$ cat config.mk
export PLATFORM = sky130hd
export DESIGN_NAME = serial_command_register_bank
export DESIGN_NICKNAME = d
export VERILOG_FILES = /design/src/sv/scrb_pkg.sv /design/src/sv/scrb_in_reg.sv /design/src/sv/scrb_core.sv /design/src/sv/scrb_out_reg.sv /design/src/sv/serial_command_register_bank.sv
export SDC_FILE = /design/constraint.sdc
export NUM_CORES = 1
export LEC_CHECK = 0
export ABC_AREA = 1
export BUFFER_PORTS_ARGS = -buffer_cell sky130_fd_sc_hd__buf_2
export CAP_MARGIN = 25
export CORE_ASPECT_RATIO = 0.8
export CORE_MARGIN = 1.5
export CORE_UTILIZATION = 61
export DETAILED_ROUTE_END_ITERATION = 8
export PLACE_DENSITY = 0.8
export SLEW_MARGIN = 25
export SYNTH_ARGS = -nofsm -noshare
export SYNTH_HDL_FRONTEND = slang
export SYNTH_SLANG_ARGS = --single-unit
export TNS_END_PERCENT = 5
$ cat constraint.sdc
create_clock -name clk_i -period 1.9 [get_ports clk_i]
set_input_delay 0.475 -clock clk_i [delete_from_list [all_inputs] [get_ports clk_i]]
set_output_delay 0.475 -clock clk_i [all_outputs]
set_load 0.01 [all_outputs]
$ cat src/sv/scrb_pkg.sv
package scrb_pkg;

  // Default number of bytes in the register bank.
  localparam int unsigned BANK_SIZE_DEFAULT = 10;

  // Command bytes after reset.
  localparam logic [7:0] WRITE_CMD_RESET = 8'h2a;
  localparam logic [7:0] READ_CMD_RESET  = 8'h23;

  // Configuration register indexes.
  localparam logic CFG_WRITE_CMD = 1'b0;
  localparam logic CFG_READ_CMD  = 1'b1;

  // One received byte held in the input stage.
  typedef struct packed {
    logic       valid;
    logic [7:0] data;
  } scrb_stage_t;

  // One result beat.
  typedef struct packed {
    logic       reply_valid;
    logic [7:0] reply_byte;
    logic       write_done;
    logic       index_error;
    logic       frame_end;
  } scrb_result_t;

endpackage

$ cat src/sv/scrb_in_reg.sv
module scrb_in_reg (
  input  logic               clk_i,
  input  logic               rst_ni,
  input  logic               in_valid_i,
  input  logic [7:0]         rx_byte_i,
  input  logic               advance_i,
  output logic               in_stall_o,
  output scrb_pkg::scrb_stage_t stage_o
);
  import scrb_pkg::*;

  logic       valid_q;
  logic [7:0] data_q;
  logic       load;

  // The stage can take a new beat when empty or when its beat moves on.
  assign load       = !valid_q || advance_i;
  assign in_stall_o = !load;

  always_ff @(posedge clk_i or negedge rst_ni) begin
    if (!rst_ni) begin
      valid_q <= 1'b0;
    end else if (load) begin
      valid_q <= in_valid_i;
    end
  end

  always_ff @(posedge clk_i) begin
    if (load && in_valid_i) begin
      data_q <= rx_byte_i;
    end
  end

  assign stage_o = '{valid: valid_q, data: data_q};

endmodule

$ cat src/sv/scrb_core.sv
module scrb_core #(
  parameter int unsigned BANK_SIZE = scrb_pkg::BANK_SIZE_DEFAULT
) (
  input  logic                   clk_i,
  input  logic                   rst_ni,
  input  logic                   cfg_we_i,
  input  logic                   cfg_index_i,
  input  logic [7:0]             cfg_data_i,
  input  logic                   step_i,
  input  logic [7:0]             data_i,
  output scrb_pkg::scrb_result_t result_o
);
  import scrb_pkg::*;

  localparam int unsigned IdxW = (BANK_SIZE > 1) ? $clog2(BANK_SIZE) : 1;
  localparam logic [7:0]  BankLimit = 8'(BANK_SIZE);

  typedef enum logic [2:0] {
    PH_IDLE,
    PH_W_INDEX,
    PH_W_DATA,
    PH_R_INDEX,
    PH_R_DUMMY
  } phase_e;

  phase_e     phase_q, phase_d;
  logic [7:0] held_index_q, held_index_d;
  logic [7:0] write_cmd_q;
  logic [7:0] read_cmd_q;
  logic [7:0] bank_q [BANK_SIZE];
  logic       bank_we;
  logic       held_in_range;
  logic       data_in_range;
  logic [7:0] bank_rd;

  assign held_in_range = held_index_q < BankLimit;
  assign data_in_range = data_i < BankLimit;
  assign bank_rd       = data_in_range ? bank_q[data_i[IdxW-1:0]] : 8'h00;

  always_comb begin
    phase_d      = phase_q;
    held_index_d = held_index_q;
    bank_we      = 1'b0;
    result_o     = '0;
    case (phase_q)
      PH_W_INDEX: begin
        held_index_d = data_i;
        phase_d      = PH_W_DATA;
      end
      PH_W_DATA: begin
        bank_we              = held_in_range;
        phase_d              = PH_IDLE;
        result_o.write_done  = held_in_range;
        result_o.index_error = !held_in_range;
        result_o.frame_end   = 1'b1;
      end
      PH_R_INDEX: begin
        held_index_d         = data_i;
        phase_d              = PH_R_DUMMY;
        result_o.reply_valid = 1'b1;
        result_o.reply_byte  = bank_rd;
        result_o.index_error = !data_in_range;
      end
      PH_R_DUMMY: begin
        phase_d            = PH_IDLE;
        result_o.frame_end = 1'b1;
      end
      default: begin
        // A write match wins when both commands hold the same value.
        if (data_i == write_cmd_q) begin
          phase_d = PH_W_INDEX;
        end else if (data_i == read_cmd_q) begin
          phase_d = PH_R_INDEX;
        end else begin
          phase_d            = PH_IDLE;
          result_o.frame_end = 1'b1;
        end
      end
    endcase
  end

  always_ff @(posedge clk_i or negedge rst_ni) begin
    if (!rst_ni) begin
      phase_q      <= PH_IDLE;
      held_index_q <= 8'h00;
      write_cmd_q  <= WRITE_CMD_RESET;
      read_cmd_q   <= READ_CMD_RESET;
      for (int i = 0; i < BANK_SIZE; i++) begin
        bank_q[i] <= 8'h00;
      end
    end else begin
      if (cfg_we_i) begin
        case (cfg_index_i)
          CFG_WRITE_CMD: write_cmd_q <= cfg_data_i;
          CFG_READ_CMD:  read_cmd_q  <= cfg_data_i;
          default:       ;
        endcase
      end
      if (step_i) begin
        phase_q      <= phase_d;
        held_index_q <= held_index_d;
        if (bank_we) begin
          bank_q[held_index_q[IdxW-1:0]] <= data_i;
        end
      end
    end
  end

endmodule

$ cat src/sv/scrb_out_reg.sv
module scrb_out_reg (
  input  logic                   clk_i,
  input  logic                   rst_ni,
  input  logic                   load_i,
  input  scrb_pkg::scrb_result_t result_i,
  input  logic                   out_stall_i,
  output logic                   ready_o,
  output logic                   out_valid_o,
  output scrb_pkg::scrb_result_t result_o
);
  import scrb_pkg::*;

  logic         valid_q;
  scrb_result_t result_q;

  // Free when empty or when the held beat leaves this cycle.
  assign ready_o = !valid_q || !out_stall_i;

  always_ff @(posedge clk_i or negedge rst_ni) begin
    if (!rst_ni) begin
      valid_q <= 1'b0;
    end else if (ready_o) begin
      valid_q <= load_i;
    end
  end

  always_ff @(posedge clk_i) begin
    if (ready_o && load_i) begin
      result_q <= result_i;
    end
  end

  assign out_valid_o = valid_q;
  assign result_o    = result_q;

endmodule

$ cat src/sv/serial_command_register_bank.sv
// Serial command register bank.
//
// Each beat on the input channel (in_valid_i, in_stall_o, rx_byte_i) is one
// byte received from the serial master. Bytes form three-byte frames: the
// write command, an index and a data byte store the data in the bank; the
// read command, an index and a dummy byte return the stored byte as the reply
// on the index byte. Any other first byte is a lone byte and ends at once.
// Every input beat yields exactly one output beat (out_valid_o, out_stall_i
// and the reply and status fields), in order.
//
// A byte passes through the input register and then the result register.
// Throughput is one byte per cycle while the receiver does not stall, set by
// the phase update and bank access between those two registers.
// Reset clears the pipeline, returns the frame parser to idle, zeroes the
// bank and restores the write command 0x2a and read command 0x23. The user
// must write the command bytes through cfg_we_i, cfg_index_i and cfg_data_i
// only while idle; the block itself does not enforce this. When the receiver
// stalls, the result register holds its beat and the input register fills;
// after that in_stall_o rises until the receiver drains.
module serial_command_register_bank #(
  parameter int unsigned BANK_SIZE = scrb_pkg::BANK_SIZE_DEFAULT
) (
  input  logic       clk_i,
  input  logic       rst_ni,
  input  logic       cfg_we_i,
  input  logic       cfg_index_i,
  input  logic [7:0] cfg_data_i,
  input  logic       in_valid_i,
  output logic       in_stall_o,
  input  logic [7:0] rx_byte_i,
  output logic       out_valid_o,
  input  logic       out_stall_i,
  output logic       reply_valid_o,
  output logic [7:0] reply_byte_o,
  output logic       write_done_o,
  output logic       index_error_o,
  output logic       frame_end_o
);
  import scrb_pkg::*;

  scrb_stage_t  stage;
  scrb_result_t core_result;
  scrb_result_t out_result;
  logic         out_ready;
  logic         advance;

  // A byte is parsed in the cycle it moves from the input register into
  // the result register; the parser state steps only then.
  assign advance = stage.valid && out_ready;

  scrb_in_reg u_in_reg (
    .clk_i      (clk_i),
    .rst_ni     (rst_ni),
    .in_valid_i (in_valid_i),
    .rx_byte_i  (rx_byte_i),
    .advance_i  (advance),
    .in_stall_o (in_stall_o),
    .stage_o    (stage)
  );

  scrb_core #(
    .BANK_SIZE (BANK_SIZE)
  ) u_core (
    .clk_i       (clk_i),
    .rst_ni      (rst_ni),
    .cfg_we_i    (cfg_we_i),
    .cfg_index_i (cfg_index_i),
    .cfg_data_i  (cfg_data_i),
    .step_i      (advance),
    .data_i      (stage.data),
    .result_o    (core_result)
  );

  scrb_out_reg u_out_reg (
    .clk_i       (clk_i),
    .rst_ni      (rst_ni),
    .load_i      (stage.valid),
    .result_i    (core_result),
    .out_stall_i (out_stall_i),
    .ready_o     (out_ready),
    .out_valid_o (out_valid_o),
    .result_o    (out_result)
  );

  assign reply_valid_o = out_result.reply_valid;
  assign reply_byte_o  = out_result.reply_byte;
  assign write_done_o  = out_result.write_done;
  assign index_error_o = out_result.index_error;
  assign frame_end_o   = out_result.frame_end;

endmodule

; ---- Word-level counts from Yosys, hierarchy flattened
; Index checks and enable logic that the tools add are counted.
[classes]
eq_ne = 6
n_reduce_logical = 18
mux = 16
n_bitwise = 3
magnitude_cmp = 5
[ops]
columns = cell, n
row1 = bitwise mux 80 bit, 1
row2 = binary-select mux 8 bit (select 4 bit), 1
row3 = demux 8 bit (select 4 bit), 1
row4 = 2-to-1 mux 8 bit, 4
row5 = == test 8 bit, 2
row6 = "< comparator 8 x 4 -> 1 bit, second input constant", 2
row7 = "greater-or-equal comparator 5 bit, second input constant", 2
row8 = inverter 4 -> 5 bit, 2
row9 = AND reduction 2 bit, 5
row10 = 2-to-1 mux 9 bit, 1
row11 = one-hot mux 3 bit (3 select lines), 1
row12 = "== test 3 x 2 -> 1 bit, second input constant", 2
row13 = zero test 1 bit, 6
row14 = "< comparator 5 x 1 -> 1 bit, second input constant", 1
row15 = one-hot mux 1 bit (2 select lines), 2
row16 = OR reduction 2 bit, 2
row17 = "== test 3 x 1 -> 1 bit, second input constant", 1
row18 = "== test 3 bit, second input constant", 1
row19 = logical AND 1 bit, 3
row20 = 2-to-1 mux 1 bit, 3
row21 = 2-to-1 mux 3 bit, 1
row22 = logical OR 1 bit, 2
row23 = 2-to-1 mux 2 bit, 1
row24 = inverter 1 bit, 1
[totals]
ff_bits = 129
elab_cells = 70
in_bits = 22
output_inout_bits = 14

; ---- Depth between registers and ports, before layout
; Gate-level depths: netlist (run 1).
[logic_depth]
word_depth = 6
depth_mapped = 10
depth_no_buf = 10

; ---- By module
; From an unflattened synthesis (run 1), not the netlist that was laid out.
[unflattened]
hier_cells = 689
area_unflattened_um2 = 5960.7
[by_module_without_submodules]
columns = mod, seq_area_each_um2, instances, cells_per_inst, area_per_inst_um2
row1 = scrb_core, 2685.1, 1, 654, 5246.3
row2 = scrb_out_reg, 385.4, 1, 17, 401.6
row3 = scrb_in_reg, 265.3, 1, 16, 305.3
row4 = serial_command_register_bank, 0.0, 1, 2, 7.5

; ---- Least setup slack after synthesis (run 1)
; Ideal clock, no wire load.
[synth_path]
kind = input-to-reg
startpoint = in out_stall_i
endpoint = reg u_core.bank_q[27] (netlist name)
required_time_ns = 1.782
setup_time_ns = 0.118
stages = 7
n_path_buf = 1
slack_ns = 0.346
arrival_time_ns = 1.436
path_cell_list = nand2_1 -> nand2_4 -> inv_1 -> buf_6 -> nand4_4 -> nand2_1 -> nand2_1
[synth_between]
elab_chain_cells = 4
[synth_lines]
columns = item, line_no
row1 = from (decl), serial_command_register_bank.sv:32  ; input logic out_stall_i,
row2 = zero test 1 bit, scrb_out_reg.sv:17  ; assign ready_o = !valid_q || !out_stall_i;
row3 = logical OR 1 bit, scrb_out_reg.sv:17
row4 = logical AND 1 bit, serial_command_register_bank.sv:49  ; assign advance = stage.valid && out_ready;
row5 = named net advance, serial_command_register_bank.sv:45  ; logic advance;
row6 = AND reduction 2 bit (no line), n/a
row7 = "to (signal, indexed assignment)", scrb_core.sv:103  ; bank_q[held_index_q[IdxW-1:0]] <= data_i;
row8 = to (decl), scrb_core.sv:30  ; logic [7:0] bank_q [BANK_SIZE];
; The timed path passes the listed nets, and every way through them passes these cells.
; A chain may end at the register's enable or synchronous reset.

; ---- Final worst setup path (run 1)
[layout_path]
startpoint = reg u_in_reg.data_q[3]
endpoint = reg u_out_reg.result_q, in the netlist u_out_reg.result_o[4] (data pin)
[layout_between]
elab_chain_cells = 4
elab_cells_between_ends = 6
cone_classes = order compare (1) / mux (3) / bitwise (1) / reduce/logical (1)
[layout_lines]
columns = item, line_no
row1 = from (decl), scrb_in_reg.sv:13  ; logic [7:0] data_q;
row2 = from (signal assigned), scrb_in_reg.sv:30  ; data_q <= rx_byte_i;
row3 = inverter 4 -> 5 bit (not written as such), scrb_core.sv:38  ; assign bank_rd = data_in_range ? bank_q[data_i[IdxW-1:0]] : 8'h00;
row4 = binary-select mux 8 bit (select 4 bit), scrb_core.sv:38
row5 = 2-to-1 mux 8 bit (not written as such) (2 in series), scrb_core.sv:38
row6 = to (signal assigned), scrb_out_reg.sv:29  ; result_q <= result_i;
row7 = to (decl), scrb_out_reg.sv:14  ; scrb_result_t result_q;
; Parallel ways exist; a longest one is shown, timed or not. The select of a mux whose other input is x is not followed.

==> run metrics, run 1 <==
Resized cells post-CTS=0; Final Cycle Share=90.8%; Sinks on Clock Net=129; max cap viols=0; Layout Nets=932; CTS tree=built; final clock skew=7.95 ps; Top Ports=36; Period minus WS final=1730 ps; Post-Syn Area=0.00670 mm^2; syn nets=885; Worst Reg-to-Reg Cells=5; Hold Crit Class=in -> async; vias in the first global route=5688; DR pass1 iterations=6; Final Max Slew Viols=0; Ant. Diodes=0; syn_area_per_cell=a little under 8 um^2; GRT overflow=0; Vias per Instance=5.50; Layout area overhead=15.5%; Root Buffer=clkbuf_16; first-pass GRT wire length=28.2 mm; row count=34; post-synthesis sequential area ratio=49.8%; final WL=17.1 mm; total track usage=around a third; Die Wd=approximately 120 um; CTS Hold Bufs=0; # fillers=between 800 and 900; #FFs+latches synth=129; Fmax achieved=slightly below 600 MHz; # setup viols final=0; Placed Cells=1035; Worst Setup SP=u_in_reg.data_q[3]; die area=approximately 0.012 mm^2; CP Max Fanout=9; CP Data Arrival Time=1980 ps; Crit Path Class=reg -> reg; Post-Route Utilization=a little under three quarters; RR Startpoint=u_in_reg.data_q[3]; status=finished, final reports clean; relative max-transition margin=58.8%; Finished Cell Area=approximately 0.0077 mm^2; post-CTS setup buffer count=0; sequential power share=42.3%; final hold vios=0; TNS Setup=0 ps; Die Y=96.8 um; switching power=1940 uW; Pint=between 5000 and 6000 uW; gp weighted congestion=~0.90; DP Area=0.00714 mm^2; Worst R2R End=u_out_reg.result_o[4]; Clock Power Share=approximately 46%; post-route ant nets=0; Cells after Synth=863; Clock Latency Late Sink=420 ps; Initial Util=62.0%; DRC violations left=0; leak pwr=0.00413 uW; fin cells=1067; core area=0.0108 mm^2; Sw Share=26.7%; DR WL/cell=16.0 um; critical path capture point type=flop; via count=5872; largest net degree at the start of global routing=110; Clock transition at path regs=~60 ps; post-synth cell types=28; pwr dens=936 mW/mm^2; DRT iter0 DRCs=655; hpwl dp=11.0 mm; worst slew pin tran=619 ps; initial antenna violation count=0; combinational share of power=11.7%; RSZ-0062 raised after global routing=false; share of layout cells above drive strength 1=14.6%; Clock Path Buffers=2; critical path required time=2160 ps; cts bufs inserted=17; htree depth=4; worst vdd ir=about 0.00076 V; critical path launch point type=flop; IO buf count=35; R2R Setup Slk=between 150 and 200 ps; Synth Warn #=0
synthesized netlist by cell type, drive strengths merged:
library cell,count,area share [%]
a21oi,11,0.82
edfxtp,20,9.0
nor2,28,2.5
xnor2,4,0.52
nor3,3,0.47
dfstp,6,2.4
nand3,134,10
dfrtp,103,38
clkinv,1,0.056
buf,23,2.6
inv,105,5.9
nand4,12,3.4
clkbuf,15,0.86
o21ai,29,2.2
or2,3,0.28
nand2,366,21
layout make-up:
type | count | area (um^2) | area share [%]
Tap cell | 144 | 180 | 2.33
Multi-Input combinational cell | 590 | 2740 | 35.4
Clock inverter | 13 | 161 | 2.09
Inverter | 106 | 398 | 5.14
Timing Repair Buffer | 66 | 485 | 6.27
Sequential cell | 129 | 3340 | 43.1
Clock buffer | 19 | 443 | 5.72
worst max path at each step:
stage,to,slack (ps),depth (start not counted)
final,u_out_reg.result_o[4],170,5
after global routing,u_out_reg.result_o[4],100,5
after CTS,u_out_reg.result_o[4],200,5
after detailed placement,u_core.bank_q[49],190,8
after global placement,u_out_reg.result_o[5],260,5
after floorplan,u_core.bank_q[27],350,7
cells in the final DEF, fill, tap and decap left out, drive strengths merged:
cell,n
nand2,366
nand3,134
inv,106
dfrtp,103
buf,66
o21ai,29
nor2,28
edfxtp,20
clkbuf,19
nand4,12
a21oi,11
dfstp,6
clkinv,6
xnor2,4
clkinvlp,4
or2,3
bufinv,3
nor3,3
metal layers:
metal / wire length [um] / up-vias / global-route usage, %
met5: 0 / - / 0
met4: 427 / 0 / 12.1
met2: 7970 / 271 / 46.4
met3: 1440 / 41 / 8.49
met1: 7230 / 2762 / 44.6
li1: - / 2798 / -
stage by stage:
step	hold slack [ps]	setup WS, ps	power [uW]
after floorplan	179	346	3610
after global placement	456	263	3900
after detailed placement	458	192	3940
after CTS	168	201	7260
after global routing	176	99.1	7510
final	92.6	175	7240
cell families after synthesis:
logic type | count (synthesis) | synth area share, %
xor+xnor | 4 | 0.523
buf+inv | 144 | 9.39
compound gates | 40 | 3.04
flops | 129 | 49.8
simple gates | 546 | 37.3
power groups by stage:
stage                     sequential (uW)  combinational (uW)  clock, uW
after floorplan                      3090                 518          0
after global placement               3100                 803          0
after detailed placement             3110                 828          0
after CTS                            3060                 841       3350
after global routing                 3080                 936       3490
final                                3070                 846       3330
registers in the layout (all words and copies together) (netlist names):
signal and count:
u_core.write_cmd_q 8, u_in_reg.data_q 8, u_core.held_index_q 8, u_core.read_cmd_q 8
u_out_reg.out_valid_o 1, u_out_reg.result_o 12, u_core.phase_q 3, u_core.bank_q 80
u_in_reg.valid_q 1
critical path: stages (launching register included):
cell and delay (ps):
edfxtp_1 500, inv_1 170, buf_4 200, nor3_2 370, nand2_1 110, a21oi_1 200
Power figures use the tool's default switching activity.
==> run 2: changes to the inputs <==
BUFFER_PORTS_ARGS = -buffer_cell sky130_fd_sc_hd__buf_4   (was -buffer_cell sky130_fd_sc_hd__buf_2)
==> run 2 against run 1 <==
The flow now finishes with violations (negative hold slack). Critical endpoint is now u_core.bank_q[40]. Register-to-register slack better by 70 ps. Total power up 3.2%. Clock power up 6%. Highest routed layer unchanged. Combinational power up 6.0%. Global-route usage up 1.8 points. Largest cell class unchanged.
==> run metrics, run 2 (same netlist as run 1, synthesis figures left out) <==
status=finished, violations left; failing checks=negative hold slack; area occupied by multi-input gates=0.00274 mm^2 (unchanged); Layout area overhead=18.2%; CP Max Fanout=10 (+1); htree depth=4 (unchanged); Final Cycle Share=87.1% (-3.7 points); # setup viols final=0 (unchanged); CTS tree=built; total track usage=33.2% (+1.8 points); Die Y=96.8 um (unchanged); switching power=1980 uW (+2.3%); worst slew pin tran=536 ps (-82.2 ps); Root Buffer=clkbuf_16; largest net degree at the start of global routing=57 (-48%); CP delay by family, top=simple AND/OR/NAND/NOR gates; Worst R2R End=u_core.bank_q[40]; leak pwr=0.00422 uW (+2.2%); DRT iter0 DRCs=803 (+23%); worst vdd ir=0.000708 V (-7.0%); WHS=-3.70 ps (-96.3 ps); Final Max Slew Viols=0 (unchanged); share of layout cells above drive strength 1=15.0% (+0.37 points); Period minus WS final=1660 ps (-69.4 ps); most flop-heavy register=u_core.bank_q; Sw Share=26.5% (-0.24 points); Fmax achieved=604 MHz (+4.2%); RSZ-0062 raised after global routing=false; max cap viols=0 (unchanged); Clock Path Buffers=2 (unchanged); CP dominant cell by count=nand2_1; CP Data Arrival Time=1980 ps (about the same); final hold vios=10 (+10); hpwl dp=11.4 mm (+3.2%); die area=0.0116 mm^2 (unchanged); gp weighted congestion=0.862 (-3.9%); CTS Hold Bufs=0 (unchanged); TNS Setup=0 ps (unchanged); IO buf count=35 (unchanged); # fillers=775 (-8.3%); via count=6013 (+2.4%); post-route ant nets=0 (unchanged); sequential power share=40.9% (-1.4 points); post-CTS setup buffer count=0 (unchanged); Post-Route Utilization=73.3% (+1.7 points); Hold Crit Class=in -> async; crit-path cells=inv_1 > nand4_1 > nor2_8 > nand4_4 > nand2_1 > nand2_1; Worst Reg-to-Reg Cells=6 (+1); Finished Cell Area=0.00792 mm^2 (+2.3%); Layout Nets=936 (+0.43%); critical path required time=2220 ps (+60 ps); most frequent cells in the layout=nand2_1, nand3_1, inv_1; Clock Latency Late Sink=430 ps (about the same); Vias per Instance=5.61 (+2.0%); Sinks on Clock Net=129 (unchanged); final clock skew=7.86 ps (-0.0863 ps); Resized cells post-CTS=0 (unchanged); DP Area=0.00728 mm^2 (+2.0%); relative max-transition margin=64.2% (+5.4 points); commonest non-fill, non-tap cell in the layout=nand2_1; R2R Setup Slk=240 ps (+70 ps); combinational share of power=12.0% (+0.3 points); max FFs per register=80 (unchanged); row count=34 (unchanged); critical path launch point type=flop; max incr delay on CP=390 ps (-110 ps); core area=0.0108 mm^2 (unchanged); GRT overflow=0 (unchanged); Clock Power Share=47.1% (+1.1 points); pwr dens=944 mW/mm^2 (+0.85%); DRC violations left=0 (unchanged); RR Startpoint=u_core.held_index_q[7]; Initial Util=62.0% (unchanged); DR pass1 iterations=5 (-1); vias in the first global route=5961 (+4.8%); Crit path buffers/inverters=1 (-1); Pint=5500 uW (+3.5%); critical path capture point type=flop; Die Wd=120 um (unchanged); DR WL/cell=16.4 um (+2.6%); final WL=17.6 mm (+3.0%); Slowest-stage cell, CP=nor2_8; first-pass GRT wire length=29.7 mm (+5.4%); Crit Path Class=reg -> reg; cts bufs inserted=17 (unchanged); Top Ports=36 (unchanged); Clock transition at path regs=60 ps (about the same); register area=0.00334 mm^2 (unchanged); initial antenna violation count=0 (unchanged); Ant. Diodes=0 (unchanged)
==> run 2: worst max path at each step <==
stage,startpoint,end,slack (ps),cells after the start
3_5_place_dp,out_stall_i,u_core.bank_q[74],200,8
2_1_floorplan,out_stall_i,u_core.bank_q[27],350,7
4_1_cts,u_out_reg.out_valid_o,in_stall_o,240,3
5_1_grt,u_in_reg.data_q[0],u_out_reg.result_o[0],150,9
6_report,u_core.held_index_q[7],u_core.bank_q[40],240,6
3_3_place_gp,out_stall_i,u_out_reg.result_o[6],260,6
==> run 2: per-layer routing <==
layer / share of wire [%] / wire length, um / vias to the layer above / global-route usage, %
met1: 41 / 7170 / 2825 / 44.7
met3: 9.8 / 1720 / 52 / 8.61
met2: 46 / 8100 / 343 / 50.6
li1: - / - / 2793 / -
met5: 0 / 0 / - / 0
met4: 3.4 / 598 / 0 / 15.3
==> run 2: area by class of cell <==
type / count / share of cell area, %
multi-input combinational: 590 / 34.5
clock buffer: 23 / 6.71
sequential: 129 / 42.1
timing repair buffer: 70 / 7.90
tap: 144 / 2.27
inverter: 106 / 5.02
clock inverter: 9 / 1.42
==> run 2: power groups by stage <==
stage | clock network [uW] | registers [uW] | logic [uW]
floorplan | 0 | 3090 | 518
global placement | 0 | 3100 | 847
detailed placement | 0 | 3110 | 873
CTS | 3530 | 3060 | 887
global route | 3680 | 3080 | 983
finish | 3520 | 3060 | 897
==> run 2: per-stage QoR <==
stage / cells / hold slack, ps / power (uW) / worst slack (ps)
after floorplan: 863 / 179 / 3610 / 346
after global placement: 1039 / 449 / 3950 / 256
after detailed placement: 1039 / 452 / 3980 / 199
after CTS: 1071 / 7.91 / 7480 / 236
after global routing: 1071 / 24.8 / 7740 / 145
final: 1071 / -3.70 / 7480 / 244
==> run 3: changes to the inputs <==
==> constraint.sdc (replaced) <==
create_clock -name clk_i -period 1.9 [get_ports clk_i]
set_input_delay 0.475 -clock clk_i [delete_from_list [all_inputs] [get_ports clk_i]]
set_output_delay 0.475 -clock clk_i [all_outputs]
set_load 0.05 [all_outputs]
==> run 3 against run 2 <==
The run now ends clean. Global-route usage decreased by 0.57 points. Fmax down 7.6%. Register-to-register slack got worse by 140 ps. Non-clock buffer count rose by 1. Utilization decreased by 0.78 points. Critical path depth fell by 1. Die area stayed put. Cell count barely moved. Final area shrank 1.1%. Sequential cell count stayed put. Count of clock-buffer cells in the layout decreased by 3. Critical path type unchanged. Critical endpoint is now u_out_reg.result_o[10]. Largest power group unchanged.
==> run metrics, run 3 (same netlist as run 1, synthesis figures left out) <==
final WL=17.6 mm (about the same); hpwl dp=11.6 mm (+1.7%); Resized cells post-CTS=0 (unchanged); Clock Path Buffers=2 (unchanged); Layout area overhead=16.9%; largest net degree at the start of global routing=68 (+19%); Finished Cell Area=0.00784 mm^2 (-1.1%); GRT overflow=0 (unchanged); DP Area=0.00725 mm^2 (-0.31%); Hold Crit Class=in -> reg; Vias per Instance=5.63 (+0.24%); combinational share of power=13.6% (+1.6 points); worst vdd ir=0.000804 V (+13%); leak pwr=0.00417 uW (-1.2%); critical path capture point type=flop; Sinks on Clock Net=129 (unchanged); vias in the first global route=5919 (-0.70%); Final Cycle Share=94.3% (+7.1 points); TNS Setup=0 ps (unchanged); CP Data Arrival Time=2030 ps (+50 ps); DR WL/cell=16.4 um (about the same); max incr delay on CP=560 ps (+170 ps); critical path required time=2130 ps (-90 ps); crit-path cells=inv_1 > nand4_1 > nor2_1 > nand2_1 > a21oi_1; Slowest-stage cell, CP=edfxtp_1; Clock transition at path regs=60 ps (about the same); CP delay by family, top=simple AND/OR/NAND/NOR gates; max cap viols=0 (unchanged); CTS tree=built; first-pass GRT wire length=29.3 mm (-1.5%); total track usage=32.6% (-0.57 points); DRC violations left=0 (unchanged); pwr dens=921 mW/mm^2 (-2.4%); Die Y=96.8 um (unchanged); Initial Util=62.0% (unchanged); DRT iter0 DRCs=638 (-21%); IO buf count=35 (unchanged); Crit Path Class=reg -> reg; Crit path buffers/inverters=1 (unchanged); via count=6033 (+0.33%); relative max-transition margin=62.2% (-2.0 points); DR pass1 iterations=6 (+1); switching power=2060 uW (+4.2%); post-route ant nets=0 (unchanged); row count=34 (unchanged); status=finished, final reports clean; final clock skew=9.64 ps (+1.78 ps); post-CTS setup buffer count=0 (unchanged); Fmax achieved=558 MHz (-7.6%); share of layout cells above drive strength 1=15.2% (+0.20 points); most frequent cells in the layout=nand2_1, nand3_1, inv_1; core area=0.0108 mm^2 (unchanged); Die Wd=120 um (unchanged); commonest non-fill, non-tap cell in the layout=nand2_1; Clock Power Share=44.0% (-3.1 points); Top Ports=36 (unchanged); RSZ-0062 raised after global routing=false; critical path launch point type=flop; cts bufs inserted=17 (unchanged); htree depth=4 (unchanged); gp weighted congestion=0.886 (+2.7%); max FFs per register=80 (unchanged); initial antenna violation count=0 (unchanged); Sw Share=28.6% (+2.1 points); worst slew pin tran=566 ps (+29.8 ps); Period minus WS final=1790 ps (+136 ps); Ant. Diodes=0 (unchanged); CP Max Fanout=8 (-2); Power Total=7220 uW (-3.4%); CTS Hold Bufs=1 (+1); die area=0.0116 mm^2 (unchanged); # setup viols final=0 (unchanged); Layout Nets=937 (+0.11%); sequential power share=42.4% (+1.5 points); final hold vios=0 (-10); Pint=5150 uW (-6.2%); Clock Latency Late Sink=430 ps (about the same); most flop-heavy register=u_core.bank_q; Final Max Slew Viols=0 (unchanged); Root Buffer=clkbuf_16
[run 3: cell count changes in the layout (fill, tap and decap cells not counted), moves of 2 or more]
cell / change
clkbuf_16: -3
clkinv_2: +2
clkinvlp_4: +5
buf_4: +2
clkinv_4: -3
buf_12: -2
[run 3: area by class of cell]
type                    count  area (um^2)
multi-input cells         590         2740
repair buffers             71          611
flip-flops and latches    129         3340
clock buffers              20          467
inverters                 106          398
clock inverters            12          106
well taps                 144          180
fillers                   845         2970
[run 3: metrics by stage]
| stage | std cells | hold WS, ps | utilization, % | worst slack (ps) |
|---|---|---|---|---|
| CTS | 1072 | 216 | 72.5 | 151 |
| finish | 1072 | 222 | 72.5 | 109 |
| detailed placement | 1039 | 424 | 67.1 | 184 |
| global route | 1072 | 208 | 72.5 | 51.3 |
| floorplan | 863 | 179 | - | 15.1 |
| global placement | 1039 | 422 | 67.1 | 232 |
[run 3: path summary, 6_finish.rpt]
| kind | slack [ps] | start | depth (start not counted) | endpoint |
|---|---|---|---|---|
| max | 110 | u_in_reg.data_q[5] | 5 | u_out_reg.result_o[10] |
| min | 220 | rx_byte_i[5] | 1 | u_in_reg.data_q[5] |
| max reg2reg | 110 | u_in_reg.data_q[5] | 5 | u_out_reg.result_o[10] |
| min reg2reg | 470 | u_core.bank_q[74] | 2 | u_core.bank_q[74] |
| max in group asynchronous | 680 | rst_ni | 3 | u_core.write_cmd_q[1] |
| min in group asynchronous | 520 | rst_ni | 2 | u_out_reg.out_valid_o |
[run 3: per-layer routing]
metal	part of all wire, %	global-route usage, %	up-vias
li1	-	-	2807
met3	9.9	8.79	60
met1	40	43.2	2820
met5	0	0	-
met4	2.9	13.8	0
met2	47	50.9	346
[run 3: power by group through the flow]
stage | combinational, uW | clock [uW] | sequential [uW]
after floorplan | 526 | 0 | 3170
after global placement | 926 | 0 | 3100
after detailed placement | 959 | 0 | 3100
after CTS | 977 | 3190 | 3060
after global routing | 1080 | 3310 | 3070
final | 985 | 3170 | 3060
[run 3: worst register-to-register path, stage by stage (launching register included)]
cell and delay, ps:
edfxtp_1 560, inv_1 180, nand4_1 120, nor2_1 210, nand2_1 250, a21oi_1 280
